### config.mk
export PLATFORM = sky130hd
export DESIGN_NAME = elapsed_time_counter_with_alarm_unit_flat
export DESIGN_NICKNAME = d
export VERILOG_FILES = /design/src/rtl/etc_pkg.sv /design/src/rtl/etc_if.sv /design/src/rtl/etc_step.sv /design/src/rtl/elapsed_time_counter_with_alarm_unit.sv /design/src/flat_wrapper.sv
export SDC_FILE = /design/constraint.sdc
export NUM_CORES = 1
export LEC_CHECK = 0
export ABC_AREA = 0
export BUFFER_PORTS_ARGS = -buffer_cell sky130_fd_sc_hd__buf_2
export CAP_MARGIN = 20
export CORE_MARGIN = 2
export CORE_UTILIZATION = 40
export DETAILED_ROUTE_END_ITERATION = 8
export GPL_TIMING_DRIVEN = 0
export HOLD_SLACK_MARGIN = 0.03
export SLEW_MARGIN = 20
export SYNTH_ARGS = -nofsm -noshare
export SYNTH_HDL_FRONTEND = slang
export SYNTH_SLANG_ARGS = --single-unit
export TNS_END_PERCENT = 5
### constraint.sdc
create_clock -name clk_i -period 8.3 [get_ports clk_i]
set_clock_uncertainty 0.05 [all_clocks]
set_input_delay 1.245 -clock clk_i [delete_from_list [all_inputs] [get_ports clk_i]]
set_output_delay 1.245 -clock clk_i [all_outputs]
set_load 0.03 [all_outputs]
### src/rtl/etc_pkg.sv
// Package for the elapsed time counter with alarm.
// Holds the request and mode codes, register indexes and the shared structs.
// No dependencies.
`default_nettype none

package etc_pkg;

  // Request codes carried in the req_type field.
  typedef enum logic [1:0] {
    REQ_SAMPLE = 2'd0,
    REQ_PAUSE  = 2'd1,
    REQ_CLEAR  = 2'd2
  } req_e;

  // Internal mode, one-hot.
  typedef enum logic [2:0] {
    MODE_PAUSED   = 3'b001,
    MODE_RUN      = 3'b010,
    MODE_FINISHED = 3'b100
  } mode_e;

  // Mode codes as shown in the run_mode field.
  localparam logic [1:0] RunModePaused   = 2'd0;
  localparam logic [1:0] RunModeRun      = 2'd1;
  localparam logic [1:0] RunModeFinished = 2'd2;

  // Configuration register indexes.
  localparam logic [1:0] CfgMaxHours    = 2'd0;
  localparam logic [1:0] CfgAlarmHour   = 2'd1;
  localparam logic [1:0] CfgAlarmMinute = 2'd2;

  // Register reset values.
  localparam logic [7:0] MaxHoursReset    = 8'd99;
  localparam logic [7:0] AlarmHourReset   = 8'd99;
  localparam logic [5:0] AlarmMinuteReset = 6'd59;

  localparam logic [6:0] SecsPerMin   = 7'd60;
  localparam logic [6:0] MinsPerHour  = 7'd60;

  typedef struct packed {
    logic [7:0] max_hours;
    logic [7:0] alarm_hour;
    logic [5:0] alarm_minute;
  } cfg_t;

  typedef struct packed {
    mode_e      mode;
    logic [7:0] hours;
    logic [5:0] minutes;
    logic [5:0] seconds;
    logic [5:0] last_second;
    logic       last_valid;
  } state_t;

  typedef struct packed {
    logic [1:0] run_mode;
    logic       relay_on;
    logic       beep_pulse;
    logic [7:0] count_hours;
    logic [5:0] count_minutes;
    logic [5:0] count_seconds;
  } result_t;

endpackage

`default_nettype wire

### src/rtl/etc_if.sv
// Channel interfaces of the elapsed time counter: request, result and
// configuration write. Each carries valid, ready and its payload.
// Depends on nothing.
`default_nettype none

interface etc_in_if;
  logic       valid;
  logic       ready;
  logic [1:0] req_type;
  logic [6:0] rtc_second_bcd;

  modport source (output valid, output req_type, output rtc_second_bcd, input ready);
  modport sink   (input valid, input req_type, input rtc_second_bcd, output ready);
endinterface

interface etc_out_if;
  logic       valid;
  logic       ready;
  logic [1:0] run_mode;
  logic       relay_on;
  logic       beep_pulse;
  logic [7:0] count_hours;
  logic [5:0] count_minutes;
  logic [5:0] count_seconds;

  modport source (output valid, output run_mode, output relay_on, output beep_pulse,
                  output count_hours, output count_minutes, output count_seconds,
                  input ready);
  modport sink   (input valid, input run_mode, input relay_on, input beep_pulse,
                  input count_hours, input count_minutes, input count_seconds,
                  output ready);
endinterface

interface etc_cfg_if;
  logic       valid;
  logic       ready;
  logic [1:0] index;
  logic [7:0] data;

  modport source (output valid, output index, output data, input ready);
  modport sink   (input valid, input index, input data, output ready);
endinterface

`default_nettype wire

### src/rtl/etc_step.sv
// Next-state and result logic of the elapsed time counter for one request.
// Purely combinational; depends on etc_pkg.
`default_nettype none

module etc_step
  import etc_pkg::*;
(
  input  state_t     state_i,
  input  cfg_t       cfg_i,
  input  logic [1:0] req_type_i,
  input  logic [6:0] rtc_second_bcd_i,
  output state_t     state_o,
  output result_t    result_o
);

  logic [6:0] cur_sec;
  logic       sample_ok;
  logic [5:0] cur6;
  logic [6:0] delta;
  logic [6:0] sec_sum;
  logic       carry_s;
  logic [6:0] sec_wrap;
  logic [6:0] min_inc;
  logic       carry_m;
  logic [8:0] hours_inc;
  logic       over;
  logic [7:0] new_h;
  logic [5:0] new_m;
  logic [5:0] new_s;
  logic       fire;
  logic       advance;
  logic       beep;
  logic [1:0] mode_code;
  state_t     nxt;

  // Decode the BCD second: tens * 10 + units.
  assign cur_sec   = (7'(rtc_second_bcd_i[6:4]) << 3) + (7'(rtc_second_bcd_i[6:4]) << 1)
                   + 7'(rtc_second_bcd_i[3:0]);
  assign sample_ok = cur_sec < SecsPerMin;
  assign cur6      = cur_sec[5:0];

  // Forward distance since the last sample, modulo 60.
  always_comb begin
    if (state_i.last_second < cur6) begin
      delta = cur_sec - {1'b0, state_i.last_second};
    end else begin
      delta = cur_sec + SecsPerMin - {1'b0, state_i.last_second};
    end
  end

  // Carry chain seconds -> minutes -> hours, with the hour wrap.
  assign sec_sum   = {1'b0, state_i.seconds} + delta;
  assign carry_s   = sec_sum >= SecsPerMin;
  assign sec_wrap  = carry_s ? (sec_sum - SecsPerMin) : sec_sum;
  assign min_inc   = {1'b0, state_i.minutes} + {6'd0, carry_s};
  assign carry_m   = min_inc >= MinsPerHour;
  assign hours_inc = {1'b0, state_i.hours} + 9'd1;
  assign over      = carry_m && (hours_inc > {1'b0, cfg_i.max_hours});

  assign new_h = over ? 8'd0 : (carry_m ? hours_inc[7:0] : state_i.hours);
  assign new_m = carry_m ? 6'd0 : min_inc[5:0];
  assign new_s = over ? 6'd0 : sec_wrap[5:0];
  assign fire  = (new_h == cfg_i.alarm_hour) && (new_m >= cfg_i.alarm_minute);

  assign advance = state_i.last_valid && (state_i.mode == MODE_RUN)
                 && (cur6 != state_i.last_second);

  // Apply the request to the state.
  always_comb begin
    nxt  = state_i;
    beep = 1'b0;
    case (req_type_i)
      REQ_SAMPLE: begin
        if (sample_ok) begin
          if (advance) begin
            nxt.hours   = new_h;
            nxt.minutes = new_m;
            nxt.seconds = new_s;
            if (fire) begin
              nxt.mode = MODE_FINISHED;
              beep     = 1'b1;
            end
          end
          nxt.last_second = cur6;
          nxt.last_valid  = 1'b1;
        end
      end
      REQ_PAUSE: begin
        case (state_i.mode)
          MODE_RUN:    nxt.mode = MODE_PAUSED;
          MODE_PAUSED: nxt.mode = MODE_RUN;
          default: begin
            nxt.hours   = 8'd0;
            nxt.minutes = 6'd0;
            nxt.seconds = 6'd0;
            nxt.mode    = MODE_RUN;
          end
        endcase
      end
      REQ_CLEAR: begin
        if (state_i.mode != MODE_FINISHED) begin
          nxt.hours   = 8'd0;
          nxt.minutes = 6'd0;
          nxt.seconds = 6'd0;
        end
      end
      default: ;
    endcase
  end

  // Result fields follow the updated state.
  always_comb begin
    case (nxt.mode)
      MODE_RUN:      mode_code = RunModeRun;
      MODE_FINISHED: mode_code = RunModeFinished;
      default:       mode_code = RunModePaused;
    endcase
  end

  assign result_o.run_mode      = mode_code;
  assign result_o.beep_pulse    = beep;
  assign result_o.relay_on      = nxt.mode == MODE_RUN;
  assign result_o.count_hours   = nxt.hours;
  assign result_o.count_minutes = nxt.minutes;
  assign result_o.count_seconds = nxt.seconds;
  assign state_o                = nxt;

endmodule

`default_nettype wire

### src/rtl/elapsed_time_counter_with_alarm_unit.sv
// Elapsed time counter (stopwatch) with alarm: top level.
// Usage:
//   in_i  carries one request word: a BCD clock-second sample, a pause key
//         or a clear key. Every accepted word yields exactly one result word.
//   out_o carries the mode, relay, beep pulse and hours:minutes:seconds count
//         after that request.
//   cfg_i writes max_hours (index 0), alarm_hour (1) and alarm_minute (2);
//         it is always ready and should be used only while the block is idle.
// A word's result is registered at the edge that accepts it, in the result
// register or, while the receiver stalls, the skid register. Throughput is
// one word per cycle while in_i.ready is high, set by the carry/compare logic.
// A two-entry output buffer (result register plus skid register) lets the
// block keep accepting while the receiver stalls; in_i.ready drops only when
// both entries hold results.
// Reset clears the count, the last sample and the output buffer, sets the
// mode to paused and loads the register defaults 99, 99 and 59.
// Depends on etc_pkg, the interfaces in etc_if and etc_step.
`default_nettype none

module elapsed_time_counter_with_alarm_unit
  import etc_pkg::*;
(
  input  logic      clk_i,
  input  logic      rst_ni,
  etc_in_if.sink    in_i,
  etc_out_if.source out_o,
  etc_cfg_if.sink   cfg_i
);

  cfg_t    cfg_q;
  state_t  state_q;
  state_t  state_d;
  result_t step_res;
  result_t out_q;
  result_t skid_q;
  logic    out_valid_q;
  logic    skid_valid_q;
  logic    in_accept;
  logic    out_fire;

  assign in_i.ready  = !skid_valid_q;
  assign cfg_i.ready = 1'b1;
  assign in_accept   = in_i.valid && in_i.ready;
  assign out_fire    = out_valid_q && out_o.ready;

  // Configuration registers.
  always_ff @(posedge clk_i or negedge rst_ni) begin
    if (!rst_ni) begin
      cfg_q.max_hours    <= MaxHoursReset;
      cfg_q.alarm_hour   <= AlarmHourReset;
      cfg_q.alarm_minute <= AlarmMinuteReset;
    end else if (cfg_i.valid) begin
      case (cfg_i.index)
        CfgMaxHours:    cfg_q.max_hours    <= cfg_i.data;
        CfgAlarmHour:   cfg_q.alarm_hour   <= cfg_i.data;
        CfgAlarmMinute: cfg_q.alarm_minute <= cfg_i.data[5:0];
        default: ;
      endcase
    end
  end

  etc_step u_step (
    .state_i          (state_q),
    .cfg_i            (cfg_q),
    .req_type_i       (in_i.req_type),
    .rtc_second_bcd_i (in_i.rtc_second_bcd),
    .state_o          (state_d),
    .result_o         (step_res)
  );

  // Counter state advances on each accepted word.
  always_ff @(posedge clk_i or negedge rst_ni) begin
    if (!rst_ni) begin
      state_q.mode        <= MODE_PAUSED;
      state_q.hours       <= 8'd0;
      state_q.minutes     <= 6'd0;
      state_q.seconds     <= 6'd0;
      state_q.last_second <= 6'd0;
      state_q.last_valid  <= 1'b0;
    end else if (in_accept) begin
      state_q <= state_d;
    end
  end

  // Output buffer control: result register in front, skid register behind.
  always_ff @(posedge clk_i or negedge rst_ni) begin
    if (!rst_ni) begin
      out_valid_q  <= 1'b0;
      skid_valid_q <= 1'b0;
    end else if (out_fire) begin
      if (skid_valid_q) begin
        skid_valid_q <= 1'b0;
      end else begin
        out_valid_q <= in_accept;
      end
    end else if (in_accept) begin
      if (out_valid_q) begin
        skid_valid_q <= 1'b1;
      end else begin
        out_valid_q <= 1'b1;
      end
    end
  end

  // Output buffer payload.
  always_ff @(posedge clk_i) begin
    if (out_fire) begin
      if (skid_valid_q) begin
        out_q <= skid_q;
      end else if (in_accept) begin
        out_q <= step_res;
      end
    end else if (in_accept) begin
      if (out_valid_q) begin
        skid_q <= step_res;
      end else begin
        out_q <= step_res;
      end
    end
  end

  assign out_o.valid         = out_valid_q;
  assign out_o.run_mode      = out_q.run_mode;
  assign out_o.relay_on      = out_q.relay_on;
  assign out_o.beep_pulse    = out_q.beep_pulse;
  assign out_o.count_hours   = out_q.count_hours;
  assign out_o.count_minutes = out_q.count_minutes;
  assign out_o.count_seconds = out_q.count_seconds;

`ifndef SYNTHESIS
  // The skid register is only filled behind a held result.
  a_skid_behind_out: assert property (@(posedge clk_i) disable iff (!rst_ni)
    skid_valid_q |-> out_valid_q)
    else $error("skid entry without a result in front");

  // A beep is only ever reported together with the finished mode.
  a_beep_finished: assert property (@(posedge clk_i) disable iff (!rst_ni)
    (out_valid_q && out_q.beep_pulse) |-> (out_q.run_mode == RunModeFinished))
    else $error("beep without finished mode");

  // The relay follows the running mode.
  a_relay_run: assert property (@(posedge clk_i) disable iff (!rst_ni)
    out_valid_q |-> (out_q.relay_on == (out_q.run_mode == RunModeRun)))
    else $error("relay does not match run mode");

  // Seconds and minutes of the count never leave 0 to 59.
  a_count_range: assert property (@(posedge clk_i) disable iff (!rst_ni)
    (state_q.seconds < 6'd60) && (state_q.minutes < 6'd60))
    else $error("count out of range");

  // A word that finds the buffer with a free entry is held there next cycle.
  a_accept_lands: assert property (@(posedge clk_i) disable iff (!rst_ni)
    (in_accept && !out_fire) |=> out_valid_q)
    else $error("accepted word lost");
`endif

endmodule

`default_nettype wire
### src/flat_wrapper.sv
// flat-port wrapper written by rule: the top's interface ports become plain ports
module elapsed_time_counter_with_alarm_unit_flat import etc_pkg::*;
  (clk_i, rst_ni, in_i_valid, in_i_req_type, in_i_rtc_second_bcd, in_i_ready, out_o_valid, out_o_run_mode, out_o_relay_on, out_o_beep_pulse, out_o_count_hours, out_o_count_minutes, out_o_count_seconds, out_o_ready, cfg_i_valid, cfg_i_index, cfg_i_data, cfg_i_ready);
  etc_in_if in_i_i ();
  etc_out_if out_o_i ();
  etc_cfg_if cfg_i_i ();
  input  logic clk_i;
  input  logic rst_ni;
  input wire logic [$bits(in_i_i.valid)-1:0] in_i_valid;
  input wire logic [$bits(in_i_i.req_type)-1:0] in_i_req_type;
  input wire logic [$bits(in_i_i.rtc_second_bcd)-1:0] in_i_rtc_second_bcd;
  output wire logic [$bits(in_i_i.ready)-1:0] in_i_ready;
  output wire logic [$bits(out_o_i.valid)-1:0] out_o_valid;
  output wire logic [$bits(out_o_i.run_mode)-1:0] out_o_run_mode;
  output wire logic [$bits(out_o_i.relay_on)-1:0] out_o_relay_on;
  output wire logic [$bits(out_o_i.beep_pulse)-1:0] out_o_beep_pulse;
  output wire logic [$bits(out_o_i.count_hours)-1:0] out_o_count_hours;
  output wire logic [$bits(out_o_i.count_minutes)-1:0] out_o_count_minutes;
  output wire logic [$bits(out_o_i.count_seconds)-1:0] out_o_count_seconds;
  input wire logic [$bits(out_o_i.ready)-1:0] out_o_ready;
  input wire logic [$bits(cfg_i_i.valid)-1:0] cfg_i_valid;
  input wire logic [$bits(cfg_i_i.index)-1:0] cfg_i_index;
  input wire logic [$bits(cfg_i_i.data)-1:0] cfg_i_data;
  output wire logic [$bits(cfg_i_i.ready)-1:0] cfg_i_ready;
  assign in_i_i.valid = in_i_valid;
  assign in_i_i.req_type = in_i_req_type;
  assign in_i_i.rtc_second_bcd = in_i_rtc_second_bcd;
  assign in_i_ready = in_i_i.ready;
  assign out_o_valid = out_o_i.valid;
  assign out_o_run_mode = out_o_i.run_mode;
  assign out_o_relay_on = out_o_i.relay_on;
  assign out_o_beep_pulse = out_o_i.beep_pulse;
  assign out_o_count_hours = out_o_i.count_hours;
  assign out_o_count_minutes = out_o_i.count_minutes;
  assign out_o_count_seconds = out_o_i.count_seconds;
  assign out_o_i.ready = out_o_ready;
  assign cfg_i_i.valid = cfg_i_valid;
  assign cfg_i_i.index = cfg_i_index;
  assign cfg_i_i.data = cfg_i_data;
  assign cfg_i_ready = cfg_i_i.ready;
  elapsed_time_counter_with_alarm_unit u_core (.clk_i(clk_i), .rst_ni(rst_ni), .in_i(in_i_i), .out_o(out_o_i), .cfg_i(cfg_i_i));
endmodule
Yosys cells after proc, flatten, opt, wreduce, memory -nomap -nowiden
Cells that the tools add are included.

Input bits: 24. Logic and storage cells: 103. Output and inout port bits: 27. Bits in registers: 102.

Mux-type cells: 30. Reduce and logical (&&, ||, !) cells: 21. Add/subtract/negate cells: 9. $lt $le $gt $ge: 6. Bitwise logic cells: 1. Eq/ne operators: 13.

Operators with widths (count): $mux 24 (5); $pmux 20 s3 (1); $mux 20 (2); $mux 30 (1); $mux 23 (1); $mux 6 (3); $mux 8 (2); $ge 7x6->1 const B (2); $sub 7x6->7 (2); $mux 1 (10); $reduce_and 2->1 (5); $add 8x1->9 const B (1); $gt 9x8->1 (1); $reduce_and 3->1 (3); $eq 8x8->1 (1); $add 6x1->7 (1); $add 6x4->7 (1); $add 6x7->7 (1); $add 7x4->7 (1); $add 7x6->7 const B (1); $lt 7x6->1 const B (1); $mux 7 (1); $eq 3x2->1 const B (2); $ge 6x6->1 (1); 19 further kinds (30).

Depth between registers and ports, before layout
Word-level depth: 22. Gate-level depth with buffers: 38.

Modules after synthesis
A second synthesis with hierarchy kept.

Cells, all modules: 661. Area total of the unflattened synthesis: 7236.9 µm².

Modules (own cells, without submodules): elapsed_time_counter_with_alarm_unit (instances 1, cells each 200, area an instance 4032.6 µm²); etc_step (instances 1, cells each 461, area an instance 3204.3 µm²).

Worst setup path after synthesis
No wires, ideal clock.

Path kind: input to register. From: input port in_i_rtc_second_bcd[3]. To: register u_core.out_q, in the netlist u_core.out_o.run_mode[0], data pin. Library setup time: 0.256 ns. Slack: -0.999 ns. Data arrival time: 8.993 ns. Data required time: 7.994 ns. Cell stages on the path: 37. Path through: fa_1 -> inv_1 -> fa_1 -> xnor2_1 -> inv_1 -> ha_1 -> o21a_1 -> nor2_1 -> a21oi_1 -> clkbuf_1 -> nor2_1 -> a21oi_1 -> ha_1 -> a21o_1 -> a21oi_1 -> xnor2_1 -> ha_1 -> or3b_2 -> a211oi_1 -> nor2_1 -> inv_1 -> ha_1 -> ha_1 -> buf_6 -> and3b_2 -> and3b_1 -> o21ai_2 -> nand2_1 -> ha_1 -> nand2b_1 -> a21o_1 -> a211oi_1 -> o21bai_1 -> a21oi_1 -> or4b_1 -> a2111o_1 -> a41o_1.

Word-level cells in the longest chain between the ends: 21. Elaborated cells between the ends (all ways): 32. Classes of those cells: add/sub: 6; order compare: 5; eq/ne: 4; mux: 14; reduce/logical: 3.

RTL lines: start, declared (line flat_wrapper.sv:11) `input wire logic [$bits(in_i_i.rtc_second_bcd)-1:0] in_i_rtc_second_bcd;`; $add 7x4->7 (*) (line etc_step.sv:38) `+ 7'(rtc_second_bcd_i[3:0]);`; via u_core.u_step.cur_sec[4] (line etc_step.sv:16) `logic [6:0] cur_sec;`; parallel branches: the longest is 13 deep, another holds $add 7x6->7; $mux 30 (*) (line etc_step.sv:74) `if (sample_ok) begin`; $pmux 3 s2 (*) (line etc_step.sv:72) `case (req_type_i)`; $eq 3x3->1 or $eq 3x2->1 (tied branches) (line etc_step.sv:113) `case (nxt.mode)`; $pmux 2 s2 (*) (line etc_step.sv:113); $mux 24, on equally long branches (line elapsed_time_counter_with_alarm_unit.sv:114, elapsed_time_counter_with_alarm_unit.sv:110); $mux 24, on equally long branches (line elapsed_time_counter_with_alarm_unit.sv:113, elapsed_time_counter_with_alarm_unit.sv:108); $mux 24 (*) (line elapsed_time_counter_with_alarm_unit.sv:107) `if (out_fire) begin`; end signal, assigned (line elapsed_time_counter_with_alarm_unit.sv:109) `out_q <= skid_q;`; end signal, assigned (line elapsed_time_counter_with_alarm_unit.sv:111) `out_q <= step_res;`; end signal, assigned (line elapsed_time_counter_with_alarm_unit.sv:117) `out_q <= step_res;`; end, declared (line elapsed_time_counter_with_alarm_unit.sv:34) `result_t out_q;`.

Mark *: on every way through the listed nets, which the timed path passes. The select of a mux whose other input is x is not followed. A chain may end at the register's enable or synchronous reset.

Worst setup path in the final report
From: input port in_i_rtc_second_bcd[4]. To: register u_core.out_q, in the netlist u_core.out_o.run_mode[0], data pin.

Word-level cells in the longest chain between the ends: 22. Elaborated cells between the ends (all ways): 33. Classes of those cells: add/sub: 7; order compare: 5; eq/ne: 4; mux: 14; reduce/logical: 3.

RTL lines: $add 6x4->7 (*) (line etc_step.sv:37) `assign cur_sec = (7'(rtc_second_bcd_i[6:4]) << 3) + (7'(rtc_second_bcd_i[6:4]) << 1)`; $add 7x4->7 (*) (line etc_step.sv:38); via u_core.u_step.cur_sec[5] (line etc_step.sv:16); parallel branches: the longest is 13 deep, another holds $add 7x6->7; $mux 30 (*) (line etc_step.sv:74); $pmux 3 s2 (*) (line etc_step.sv:72); $eq 3x3->1 or $eq 3x2->1 (tied branches) (line etc_step.sv:113); $pmux 2 s2 (*) (line etc_step.sv:113); $mux 24, on equally long branches (line elapsed_time_counter_with_alarm_unit.sv:114, elapsed_time_counter_with_alarm_unit.sv:110); $mux 24, on equally long branches (line elapsed_time_counter_with_alarm_unit.sv:113, elapsed_time_counter_with_alarm_unit.sv:108); $mux 24 (*) (line elapsed_time_counter_with_alarm_unit.sv:107).

Marks and branches as above.

==> metrics.txt <==
max cap viols=0; min cycle time layout=8.54 ns; post-synthesis sequential area ratio=41.0%; mapped cell area=6700 µm²; Detailed Routing Iterations Pass 1=4; number of nets with antenna violations after routing=0; ys async rst share=54.0%; met2 GRT Util=34.5%; Mapped Avg Cell Area=9.44 µm²; final setup margin=-0.240 ns; PwrDens=409 nW/µm²; Nets=882; first-pass GRT wire length=28300 µm; sequential share of power=22.9%; Die Span Y=133 µm; worst-margin pin slew=1.05 ns; crit-path max FO=7; Synth area leader=edfxtp_1; DRC viols=0; vias per inst=5.37; initial antenna violation count=0; Mapped Nets=791; Min-Delay Path Class=reg2reg; slowest stage delay, CP=0.51 ns; Seq cells post-synth=100; Area contributors post-synth=edfxtp_1, dfrtp_1, ha_1; Tcrit/Tclk final=103%; IO buf count=48; Synth Instances=710; fill count=1589; htree depth=3; Num CTS Buffers=9; grt met3 use=2.51%; Initial Util=40.7%; crit path DAT=8.59 ns; initial DRC count=288; TritonCTS clock tree=built; Worst Setup Start Kind=primary input; GRT overflow=0; Layout area overhead=21.5%; CP Data Required Time=8.35 ns; final hold vios=0; Internal=1870 µW; Post-synth EDFFs=46; Slowest cell on crit path=or4b_4; pin count of the biggest net entering global routing=55; Die X=133 µm; Pins Over Slew Limit=0; Total GRT Usage=19.8%; Clock Path Buffers=2; Site Rows=47; clock network power share=13.2%; maximum clock frequency=117 MHz; CP Capture Type=flop; post-synth cell types=77; share of cells above drive strength 1=24.4%; clk slew on worst S/H paths=0.07 ns; violated checks=setup timing; Clk Latency, worst-skew pair=0.35 ns; number of global-route vias before repair=5608; WHS=0.420 ns; via count=5505; run status=finished, violations left; diodes inserted=0; total die area=17800 µm²; Net Sw Frac=43.8%; Synth top area share=20.6%; Net Sw Power=1460 µW; Logic pwr share=63.9%; Synthesis Warnings=0; CP most frequent cell=ha_4; Peak supply drop=0.293 mV; GPL Wtd Cong=0.842; GRT busiest layer=met2; CTS root buf=clkbuf_16; met1 usage=25.7%; Core ar.=16500 µm²; Routed WL=17100 µm; RSZ-0062 raised after global routing=true; CP Class=in2reg; P_leak=0.00348 µW; Clock Sinks=100; Ports=51; ys flop type=edfxtp_1; Slew HR=30.0%; DPL Wire Length=12900 µm; wire per inst=16.6 µm; setup violators final=7; post-layout util=49.5%
-- cells by family after synthesis --
| group | after synthesis | share of synthesized area [%] |
|---|---|---|
| compound gates | 201 | 19.2 |
| mux | 28 | 4.55 |
| other cells | 1 | 0.0559 |
| flops | 100 | 41.0 |
| fa+ha+maj | 58 | 11.6 |
| simple gates | 196 | 14.4 |
| xor+xnor | 25 | 3.27 |
| buf+inv | 101 | 5.93 |
-- state kept, by name (all words and copies together) (netlist names) --
register and cells:
u_core.out_o.run_mode 2, u_core.cfg_q 22, u_core.out_o.valid 1, u_core.out_o.count_minutes 6, u_core.skid_valid_q 1, u_core.skid_q 23
u_core.out_o.beep_pulse 1, u_core.out_o.count_hours 8, u_core.state_q 30, u_core.out_o.count_seconds 6
-- final cells by class --
type	count	area (µm²)	share of cell area (%)
Buffer	27	119	1.46
Clock buffer	11	243	2.98
Clock inverter	5	63.8	0.783
Inverter	72	270	3.32
Multi-Input combinational cell	509	3910	47.9
Sequential cell	100	2750	33.8
Tap cell	220	275	3.38
Timing Repair Buffer	82	522	6.40
-- path summary, 6_finish.rpt --
kind / slack, ns / endpoint / depth (start not counted) / startpoint
min in group asynchronous: 0.90 / u_core.cfg_q[16] / 1 / rst_ni
min: 0.42 / u_core.state_q[0] / 1 / u_core.state_q[0]
max reg2reg: 1.29 / u_core.out_o.run_mode[0] / 35 / u_core.state_q[2]
max in group asynchronous: 6.84 / u_core.state_q[12] / 1 / rst_ni
max: -0.24 / u_core.out_o.run_mode[0] / 35 / in_i_rtc_second_bcd[4]
min reg2reg: 0.42 / u_core.state_q[0] / 1 / u_core.state_q[0]
-- cell usage after synthesis (all sizes together), types with 10 or more instances --
cell	count
a21oi	47
clkbuf	21
dfrtp	40
dfstp	14
edfxtp	46
ha	50
inv	72
mux2	20
nand2	72
nand3	10
nor2	44
o211ai	10
o21a	10
o21ai	64
xnor2	15
xor2	10
-- repair_timing --
action	in CTS	in global routing
resized for setup	15	23
endpoints found under the setup margin	8	7
hold buffers	0	0
pin swaps	23	29
cloned	0	0
buffers inserted	25	8
-- layer usage --
layer	wire, µm	vias up
li1	-	2711
met1	7830	2668
met2	8450	111
met3	515	15
met4	257	0
met5	0	-
-- power groups by stage --
| stage | clock, µW | sequential [µW] | combinational (µW) |
|---|---|---|---|
| after global routing | 467 | 781 | 2310 |
| after detailed placement | 0 | 770 | 1690 |
| after floorplan | 0 | 864 | 1200 |
| after CTS | 449 | 760 | 1920 |
| final | 440 | 762 | 2130 |
| after global placement | 0 | 765 | 1610 |
-- critical path, delay by kind of cell --
kind / cells / cell delay [ns]
adder cells (fa/ha/maj): 8 / 1.98
AO/OA/AOI/OAI: 15 / 2.96
buffers and inverters: 3 / 0.33
AND/OR/NAND/NOR: 7 / 1.66
XOR/XNOR: 2 / 0.38
-- stage by stage --
| step | instances | power [µW] | setup slack, ns | setup TNS, ns | area [µm²] |
|---|---|---|---|---|---|
| floorplan | 710 | 2070 | -0.208 | -0.721 | 6870 |
| global placement | 978 | 2380 | -1.18 | -7.98 | 7380 |
| detailed placement | 979 | 2460 | -1.34 | -10.06 | 7400 |
| CTS | 1018 | 3130 | -0.142 | -0.308 | 7950 |
| global route | 1026 | 3550 | -0.527 | -3.18 | 8150 |
| finish | 1026 | 3330 | -0.240 | -1.21 | 8150 |
-- placed cells by master (no fill, tap or decap), types with 5 or more instances in the layout --
cell type,n
dfrtp_1,40
fa_1,6
a21o_1,7
dfstp_2,14
xor2_1,9
clkbuf_16,9
nand2_1,71
ha_1,35
o21ai_0,55
nor3_1,8
buf_2,46
nand4_1,6
o21a_1,10
mux2i_1,8
xnor2_1,12
o21ai_1,7
and2_1,7
buf_4,34
ha_4,11
a21oi_1,38
a22oi_1,8
a211oi_1,5
nor2b_1,9
edfxtp_1,46
nand2b_1,8
a31oi_1,9
o211ai_1,10
nor2_1,40
nand3_1,10
buf_6,6
mux2_2,20
clkbuf_1,20
inv_1,70
o21bai_1,5
a21oi_2,5
Power figures use the tool's default switching activity.
